File: config.mk
export PLATFORM = sky130hd
export DESIGN_NAME = text_feature_hasher_top
export DESIGN_NICKNAME = d
export VERILOG_FILES = /design/src/sv/thf_pkg.sv /design/src/sv/thf_front.sv /design/src/sv/thf_back.sv /design/src/sv/text_feature_hasher_top.sv
export SDC_FILE = /design/constraint.sdc
export NUM_CORES = 2
export LEC_CHECK = 0
export ABC_AREA = 1
export BUFFER_PORTS_ARGS = -buffer_cell sky130_fd_sc_hd__buf_2
export CORE_UTILIZATION = 30
export DETAILED_ROUTE_END_ITERATION = 10
export GPL_ROUTABILITY_DRIVEN = 0
export PLACE_DENSITY = 0.46
export SYNTH_ARGS = -nofsm -noshare
export SYNTH_HDL_FRONTEND = slang
export SYNTH_HIERARCHICAL = 1
export SYNTH_SLANG_ARGS = --single-unit
File: constraint.sdc
create_clock -name clock -period 9.91 [get_ports clock]
set_clock_uncertainty 0.2 [all_clocks]
set_input_delay 0.4955 -clock clock [delete_from_list [all_inputs] [get_ports clock]]
set_output_delay 0.4955 -clock clock [all_outputs]
set_load 0.01 [all_outputs]
File: src/sv/thf_pkg.sv
// Shared types, constants and the FNV-1a step for the text feature hasher.
// No dependencies.
package thf_pkg;

   localparam logic [63:0] FNV_BASIS = 64'd1469598103934665603;
   localparam int MAX_DIMENSIONS = 4096;
   localparam int DIM_W = 13;
   localparam int SLOT_W = 12;
   localparam int WEIGHT_W = 10;
   localparam logic [3:0] LONG_TOKEN = 4'd9;
   localparam logic [3:0] MOD_STEPS = 4'd15;   // 16 passes of 4 bits over the hash

   // Q.8 weights: 0.35, 0.45, 1.0, 1.3 rounded to nearest
   localparam logic [WEIGHT_W-1:0] W_TRIGRAM = 10'd90;
   localparam logic [WEIGHT_W-1:0] W_SHORT = 10'd115;
   localparam logic [WEIGHT_W-1:0] W_NORMAL = 10'd256;
   localparam logic [WEIGHT_W-1:0] W_LONG = 10'd333;

   localparam logic [1:0] KIND_TRIGRAM = 2'd0;
   localparam logic [1:0] KIND_TOKEN = 2'd1;
   localparam logic [1:0] KIND_NONE = 2'd2;

   typedef enum logic [1:0] {
      CMD_TOKEN = 2'd0,   // token byte, already folded
      CMD_SEP = 2'd1,     // non-token byte other than zero
      CMD_END = 2'd2      // terminating zero byte
   } cmd_type;

   typedef struct packed {
      logic valid;
      cmd_type cmd;
      logic [7:0] data;
   } qitem_type;

   // FNV prime is 2^40 + 0x1B3
   function automatic logic [63:0] fnv_step(input logic [63:0] h, input logic [7:0] b);
      logic [63:0] x;
      x = h ^ {56'd0, b};
      return (x << 40) + x * 64'h1B3;
   endfunction

endpackage

File: src/sv/thf_front.sv
// Front end: classifies and case-folds text bytes, holds them in a two-entry queue.
// Depends on thf_pkg.
module thf_front import thf_pkg::*; (
   input  logic clock,
   input  logic reset,
   input  logic req_valid,
   output logic req_stall,
   input  logic [7:0] req_text_byte,
   output qitem_type head,
   input  logic pop
);

   logic [9:0] mem_ff [2];
   logic wr_ptr_ff, wr_ptr_in;
   logic rd_ptr_ff, rd_ptr_in;
   logic [1:0] count_ff, count_in;
   logic push;
   logic is_tok;
   logic [7:0] folded;
   cmd_type cmd;

   always_comb begin
      is_tok = (req_text_byte >= 8'h30 && req_text_byte <= 8'h39) ||
               (req_text_byte >= 8'h61 && req_text_byte <= 8'h7A) ||
               (req_text_byte >= 8'h41 && req_text_byte <= 8'h5A) ||
               req_text_byte == 8'h5F || req_text_byte[7];
      folded = (req_text_byte >= 8'h41 && req_text_byte <= 8'h5A) ?
               req_text_byte + 8'd32 : req_text_byte;
      priority if (req_text_byte == 8'd0) cmd = CMD_END;
      else if (is_tok) cmd = CMD_TOKEN;
      else cmd = CMD_SEP;
   end

   assign req_stall = (count_ff == 2'd2);
   assign push = req_valid && !req_stall;

   assign head.valid = (count_ff != 2'd0);
   assign head.cmd = cmd_type'(mem_ff[rd_ptr_ff][9:8]);
   assign head.data = mem_ff[rd_ptr_ff][7:0];

   always_comb begin
      wr_ptr_in = push ? ~wr_ptr_ff : wr_ptr_ff;
      rd_ptr_in = pop ? ~rd_ptr_ff : rd_ptr_ff;
      count_in = count_ff + {1'b0, push} - {1'b0, pop};
   end

   always_ff @(posedge clock) begin
      if (push) begin
         mem_ff[wr_ptr_ff] <= {cmd, folded};
      end
   end

   always_ff @(posedge clock) begin
      if (reset) begin
         wr_ptr_ff <= 1'b0;
         rd_ptr_ff <= 1'b0;
         count_ff <= 2'd0;
      end else begin
         wr_ptr_ff <= wr_ptr_in;
         rd_ptr_ff <= rd_ptr_in;
         count_ff <= count_in;
      end
   end

endmodule

File: src/sv/thf_back.sv
// Back end: token state, sequential trigram hashing, slot reduction, result register.
// Depends on thf_pkg.
module thf_back import thf_pkg::*; (
   input  logic clock,
   input  logic reset,
   input  qitem_type head,
   output logic pop,
   input  logic [DIM_W-1:0] dims,
   output logic rsp_valid,
   input  logic rsp_stall,
   output logic [SLOT_W-1:0] rsp_slot_index,
   output logic signed [WEIGHT_W-1:0] rsp_feature_weight,
   output logic [1:0] rsp_feature_kind,
   output logic rsp_end_of_text
);

   typedef enum logic [3:0] {
      ST_IDLE = 4'b0001,
      ST_TRI = 4'b0010,
      ST_MOD = 4'b0100,
      ST_OUT = 4'b1000
   } state_type;

   state_type state_ff, state_in;
   logic [63:0] hash_ff, hash_in;
   logic [3:0] cnt_ff, cnt_in;
   logic [7:0] win_ff [3];
   logic [7:0] win_in [3];
   logic [1:0] fill_ff, fill_in;
   logic [63:0] acc_ff, acc_in;
   logic [SLOT_W-1:0] rem_ff, rem_in;
   logic [3:0] step_ff, step_in;
   logic [WEIGHT_W-1:0] wmag_ff, wmag_in;
   logic neg_ff, neg_in;
   logic [1:0] kind_ff, kind_in;
   logic eot_ff, eot_in;
   logic none_ff, none_in;
   logic out_valid_ff, out_valid_in;
   logic [SLOT_W-1:0] out_slot_ff, out_slot_in;
   logic [WEIGHT_W-1:0] out_weight_ff, out_weight_in;
   logic [1:0] out_kind_ff, out_kind_in;
   logic out_eot_ff, out_eot_in;
   logic [DIM_W-1:0] eff_dims;
   logic [DIM_W-1:0] r;
   logic [63:0] q;
   logic [63:0] g;
   logic out_free;

   always_comb begin
      if (dims == '0) eff_dims = DIM_W'(1);
      else if (dims > DIM_W'(MAX_DIMENSIONS)) eff_dims = DIM_W'(MAX_DIMENSIONS);
      else eff_dims = dims;
   end

   // four restoring-division steps per cycle
   always_comb begin
      r = {1'b0, rem_ff};
      q = acc_ff;
      for (int i = 0; i < 4; i++) begin
         r = {r[DIM_W-2:0], q[63]};
         q = q << 1;
         if (r >= eff_dims) r = r - eff_dims;
      end
   end

   assign g = fnv_step(acc_ff, win_ff[step_ff[1:0]]);
   assign out_free = !out_valid_ff || !rsp_stall;

   always_comb begin
      state_in = state_ff;
      hash_in = hash_ff;
      cnt_in = cnt_ff;
      win_in = win_ff;
      fill_in = fill_ff;
      acc_in = acc_ff;
      rem_in = rem_ff;
      step_in = step_ff;
      wmag_in = wmag_ff;
      neg_in = neg_ff;
      kind_in = kind_ff;
      eot_in = eot_ff;
      none_in = none_ff;
      out_valid_in = out_valid_ff && rsp_stall;
      out_slot_in = out_slot_ff;
      out_weight_in = out_weight_ff;
      out_kind_in = out_kind_ff;
      out_eot_in = out_eot_ff;
      pop = 1'b0;
      unique case (state_ff)
         ST_IDLE: begin
            if (head.valid) begin
               pop = 1'b1;
               unique case (head.cmd)
                  CMD_TOKEN: begin
                     hash_in = fnv_step(hash_ff, head.data);
                     if (cnt_ff < LONG_TOKEN) cnt_in = cnt_ff + 4'd1;
                     win_in[0] = win_ff[1];
                     win_in[1] = win_ff[2];
                     win_in[2] = head.data;
                     if (fill_ff != 2'd3) fill_in = fill_ff + 2'd1;
                     if (fill_ff >= 2'd2) begin
                        acc_in = FNV_BASIS;
                        step_in = 4'd0;
                        state_in = ST_TRI;
                     end
                  end
                  CMD_SEP, CMD_END: begin
                     if (cnt_ff != 4'd0) begin
                        acc_in = hash_ff;
                        neg_in = ~hash_ff[0];
                        rem_in = '0;
                        step_in = 4'd0;
                        kind_in = KIND_TOKEN;
                        eot_in = (head.cmd == CMD_END);
                        none_in = 1'b0;
                        priority if (cnt_ff >= LONG_TOKEN) wmag_in = W_LONG;
                        else if (cnt_ff <= 4'd2) wmag_in = W_SHORT;
                        else wmag_in = W_NORMAL;
                        hash_in = FNV_BASIS;
                        cnt_in = 4'd0;
                        win_in[0] = 8'd0;
                        win_in[1] = 8'd0;
                        win_in[2] = 8'd0;
                        fill_in = 2'd0;
                        state_in = ST_MOD;
                     end else if (head.cmd == CMD_END) begin
                        none_in = 1'b1;
                        eot_in = 1'b1;
                        state_in = ST_OUT;
                     end
                  end
                  default: ;
               endcase
            end
         end
         ST_TRI: begin
            acc_in = g;
            step_in = step_ff + 4'd1;
            if (step_ff == 4'd2) begin
               neg_in = ~g[0];
               rem_in = '0;
               step_in = 4'd0;
               wmag_in = W_TRIGRAM;
               kind_in = KIND_TRIGRAM;
               eot_in = 1'b0;
               none_in = 1'b0;
               state_in = ST_MOD;
            end
         end
         ST_MOD: begin
            acc_in = q;
            rem_in = r[SLOT_W-1:0];
            step_in = step_ff + 4'd1;
            if (step_ff == MOD_STEPS) state_in = ST_OUT;
         end
         ST_OUT: begin
            if (out_free) begin
               out_valid_in = 1'b1;
               out_eot_in = eot_ff;
               if (none_ff) begin
                  out_slot_in = '0;
                  out_weight_in = '0;
                  out_kind_in = KIND_NONE;
               end else begin
                  out_slot_in = rem_ff;
                  out_weight_in = neg_ff ? (~wmag_ff + 10'd1) : wmag_ff;
                  out_kind_in = kind_ff;
               end
               state_in = ST_IDLE;
            end
         end
         default: state_in = ST_IDLE;
      endcase
   end

   always_ff @(posedge clock) begin
      acc_ff <= acc_in;
      rem_ff <= rem_in;
      step_ff <= step_in;
      wmag_ff <= wmag_in;
      neg_ff <= neg_in;
      kind_ff <= kind_in;
      eot_ff <= eot_in;
      none_ff <= none_in;
      out_slot_ff <= out_slot_in;
      out_weight_ff <= out_weight_in;
      out_kind_ff <= out_kind_in;
      out_eot_ff <= out_eot_in;
   end

   always_ff @(posedge clock) begin
      if (reset) begin
         state_ff <= ST_IDLE;
         hash_ff <= FNV_BASIS;
         cnt_ff <= 4'd0;
         win_ff[0] <= 8'd0;
         win_ff[1] <= 8'd0;
         win_ff[2] <= 8'd0;
         fill_ff <= 2'd0;
         out_valid_ff <= 1'b0;
      end else begin
         state_ff <= state_in;
         hash_ff <= hash_in;
         cnt_ff <= cnt_in;
         win_ff <= win_in;
         fill_ff <= fill_in;
         out_valid_ff <= out_valid_in;
      end
   end

   assign rsp_valid = out_valid_ff;
   assign rsp_slot_index = out_slot_ff;
   assign rsp_feature_weight = out_weight_ff;
   assign rsp_feature_kind = out_kind_ff;
   assign rsp_end_of_text = out_eot_ff;

endmodule

File: src/sv/text_feature_hasher_top.sv
// Top level of the text feature hasher: dimension count register, front queue, back engine.
// Depends on thf_pkg, thf_front and thf_back.
//
// Text enters one byte per item; a zero byte ends the text and always yields one result
// flagged end_of_text. Bytes are queued (two entries) and processed one at a time by the
// back end. A token byte that gives no trigram is taken in the idle state; a trigram passes
// 3 hash steps, the reduction and the output register, a closing token the last two. The
// reduction modulo the dimension count is a shared restoring divider that retires 4 hash
// bits a cycle. A finished result waits in the output register while the queue keeps
// taking bytes until full. Write the dimension count only while no text is in flight.
module text_feature_hasher_top import thf_pkg::*; (
   input  logic clock,
   input  logic reset,
   input  logic req_valid,
   output logic req_stall,
   input  logic [7:0] req_text_byte,
   output logic rsp_valid,
   input  logic rsp_stall,
   output logic [SLOT_W-1:0] rsp_slot_index,
   output logic signed [WEIGHT_W-1:0] rsp_feature_weight,
   output logic [1:0] rsp_feature_kind,
   output logic rsp_end_of_text,
   input  logic csr_valid,
   output logic csr_ready,
   input  logic [DIM_W-1:0] csr_dimension_count
);

   logic [DIM_W-1:0] dims_ff;
   qitem_type head;
   logic pop;

   assign csr_ready = 1'b1;

   always_ff @(posedge clock) begin
      if (reset) begin
         dims_ff <= DIM_W'(256);
      end else if (csr_valid && csr_ready) begin
         dims_ff <= csr_dimension_count;
      end
   end

   thf_front u_front (
      .clock(clock),
      .reset(reset),
      .req_valid(req_valid),
      .req_stall(req_stall),
      .req_text_byte(req_text_byte),
      .head(head),
      .pop(pop)
   );

   thf_back u_back (
      .clock(clock),
      .reset(reset),
      .head(head),
      .pop(pop),
      .dims(dims_ff),
      .rsp_valid(rsp_valid),
      .rsp_stall(rsp_stall),
      .rsp_slot_index(rsp_slot_index),
      .rsp_feature_weight(rsp_feature_weight),
      .rsp_feature_kind(rsp_feature_kind),
      .rsp_end_of_text(rsp_end_of_text)
   );

endmodule

==> flow_metrics.env <==
export IMPL_port_buffers=52
export IMPL_start_util_pct=30.20
export IMPL_violations="DRC"
export IMPL_cts_inserted_buffers=34
export IMPL_drc=2
export IMPL_nNetsFinal=6343
export IMPL_critPathBufInv=9
export IMPL_drtIter0Drc=2544
export IMPL_die_w_um=365.5
export IMPL_htreeDepth=2
export IMPL_avgSynthCellArea_um2=7.390
export IMPL_setup_worst_path_start="dims_ff[8]$_SDFFE_PP1P_"
export IMPL_layout_drive_gt1_share_pct=3.676
export IMPL_drv_slew=0
export IMPL_hold_violations=0
export IMPL_layout_commonest_cell="nand2_1"
export IMPL_finalSetupViolCount=0
export IMPL_mostFrequentLayoutCells="nand2_1, inv_1, fa_1, ha_1, nor2_1"
export IMPL_synthesis_area_um2=39650
export IMPL_crit_type="flip-flop to flip-flop"
export IMPL_synthMuxAreaShare_pct=0.2840
export IMPL_grt_ovfl_total=0
export IMPL_async_flop_share_pct=0
export IMPL_status="complete, but fails checks"
export IMPL_cts_buffer_depth=3
export IMPL_grt_max_degree=66
export IMPL_diodes=0
export IMPL_slew_headroom_pct=24.53
export IMPL_ys_ff_latch=253
export IMPL_synth_xor_area_share_pct=1.613
export IMPL_cts_sinks=253
export IMPL_synth_distinct_cells=55
export IMPL_grt_pass1_vias=34550
export IMPL_vias=33920
export IMPL_synth_cells=5365
export IMPL_period_share_pct=88.49
export IMPL_required_ns=10.03
export IMPL_antenna_found_initial=2
export IMPL_arrival_ns=8.89
export IMPL_crit_path_max_fanout=14
export IMPL_synthAdderAreaFrac_pct=37.96
export IMPL_post_cts_buffers=0
export IMPL_synth_compound_area_share_pct=7.627
export IMPL_synth_simple_area_share_pct=22.84
export IMPL_path_clk_slew_ns=0.06
export IMPL_crit_top_cell="nand2_1"
export IMPL_worst_r2r_startpoint="dims_ff[8]$_SDFFE_PP1P_"
export IMPL_dieArea_um2=133600
export IMPL_synthTopCellsByArea="fa_1, ha_1, nand2_1"
export IMPL_synthToLayoutAreaGrowth_pct=8.899
export IMPL_synth_top_area_share_pct=25.25
export IMPL_rows=133
export IMPL_tns_ns=0
export IMPL_grt_setup_unrepaired="false"
export IMPL_yosys_area_top_type="fa_1"
export IMPL_cts_tree="yes"
export IMPL_hold_path_class="input port to flip-flop"
export IMPL_cts_repair_resized=0
export IMPL_clock_fmax_mhz=114.0
export IMPL_max_stage_delay_ns=0.46
export IMPL_dpl_hpwl_um=119300
export IMPL_track_usage_pct=21.04
export IMPL_chipHeight_um=365.5
export IMPL_worst_pin_slew_ns=1.128
export IMPL_cp_end_kind="flip-flop"
export IMPL_clk_latency_ns=0.58
export IMPL_synth_fp_nets=6294
export IMPL_critPathTopFamily="simple AND/OR/NAND/NOR gates"
export IMPL_synth_seq_area_share_pct=16.21
export IMPL_wl_per_cell_um=19.31
export IMPL_period_needed_ns=8.769
export IMPL_critPathSlowestCell="ha_1"
export IMPL_root_buffer="clkbuf_16"
export IMPL_wl_um=138900
export IMPL_max_cap_violations=0
export IMPL_start_kind="flip-flop"
export IMPL_grt_pass1_wl_um=211900
export IMPL_hold_start="csr_dimension_count[6]"
export IMPL_yosysWarnings=6
export IMPL_synth_flop_cell="edfxtp_1"
export IMPL_io_pins=54
export IMPL_avgViaCountPerCell=4.714
export IMPL_core_area_um2=131300
export IMPL_synth_top_family_by_area="adder cells"
export IMPL_synth_edff_count=136
export IMPL_antenna_left=0
export IMPL_dr_pass1_iters=9
synthesized netlist by cell type (22+ instances only):
master / count
clkbuf_1: 34
inv_1: 1313
nor2_1: 360
nand2_1: 1343
nand3_1: 301
ha_1: 403
xnor2_1: 32
xor2_1: 41
edfxtp_1: 136
o21ai_0: 148
nor3_1: 37
dfxtp_1: 117
a21oi_1: 304
o21bai_1: 27
nand4_1: 51
fa_1: 500
nand3b_1: 22
path summary, 6_finish.rpt:
path | cells past startpoint | slack, ns | endpoint
worst max-delay path | 48 | 1.14 | u_back/rem_ff[1]$_SDFFCE_PP0P_
worst max register to register | 48 | 1.14 | u_back/rem_ff[1]$_SDFFCE_PP0P_
worst min-delay path | 5 | 0.04 | dims_ff[6]$_SDFFE_PP0P_
worst min register to register | 2 | 0.27 | u_back/win_ff[21]$_SDFFE_PP0P_
per-stage QoR:
step                      utilization, %  instances  setup WS, ns  instance area, um2  hold slack [ns]
final                              32.88       7195         1.141               43180          0.03859
after global routing               32.88       7195        0.1145               43180          0.05842
after CTS                          32.88       7195         1.184               43180          0.01277
after detailed placement           31.96       7127         1.192               41960           0.2576
after global placement             31.96       7127         1.249               41960           0.2535
after floorplan                        -       5365         2.817               39650           0.2003
state kept, by name (all words and copies together), names as in the netlist, 2 cells and up, named ones only:
signal / cells
u_front/count_ff: 2
dims_ff: 13
u_back/win_ff: 24
u_back/fill_ff: 2
u_front/mem_ff: 20
u_back/rsp_feature_weight: 10
u_back/rsp_feature_kind: 2
u_back/hash_ff: 64
u_back/rsp_slot_index: 12
u_back/rem_ff: 12
u_back/step_ff: 4
u_back/acc_ff: 64
u_back/wmag_ff: 7
u_back/cnt_ff: 4
u_back/state_ff: 4
tightest hold or removal path, stage by stage:
cell	delay (ns)
buf_2	0.08
inv_1	0.03
nand2_1	0.04
nand2_1	0.04
nor2_1	0.07
timing repair:
| item | CTS | global route |
|---|---|---|
| hold buffers | 6 | 0 |
| setup endpoints to repair | 0 | 0 |
| hold endpoints to repair | 11 | 0 |
logic make-up after synthesis:
family                     count (synthesis)
DFF                                      253
and+or+nand+nor                         2177
xor gates and xnor gates                  73
muxes                                     10
AOI/OAI and AO/OA                        551
adders and majority gates                903
buffers and inverters                   1397
other                                      1
per-layer routing:
layer | track usage, % | vias up | wire (um)
li1 | - | 16610 | -
met1 | 28.96 | 16340 | 63740
met5 | 0 | - | 0
met2 | 34.39 | 821 | 63500
met4 | 6.662 | 0 | 4898
met3 | 2.254 | 147 | 6798
layout make-up:
type / count / area, um2
Clock buffer: 52 / 1010
Clock inverter: 10 / 147.6
Fill cell: 14270 / 88120
Inverter: 1326 / 4977
Multi-Input combinational cell: 3715 / 27900
Sequential cell: 253 / 6426
Tap cell: 1755 / 2196
Timing Repair Buffer: 84 / 518.0
Power is not shown: default switching activity piles up to over one toggle a cycle in this logic, so the estimate is an artifact.
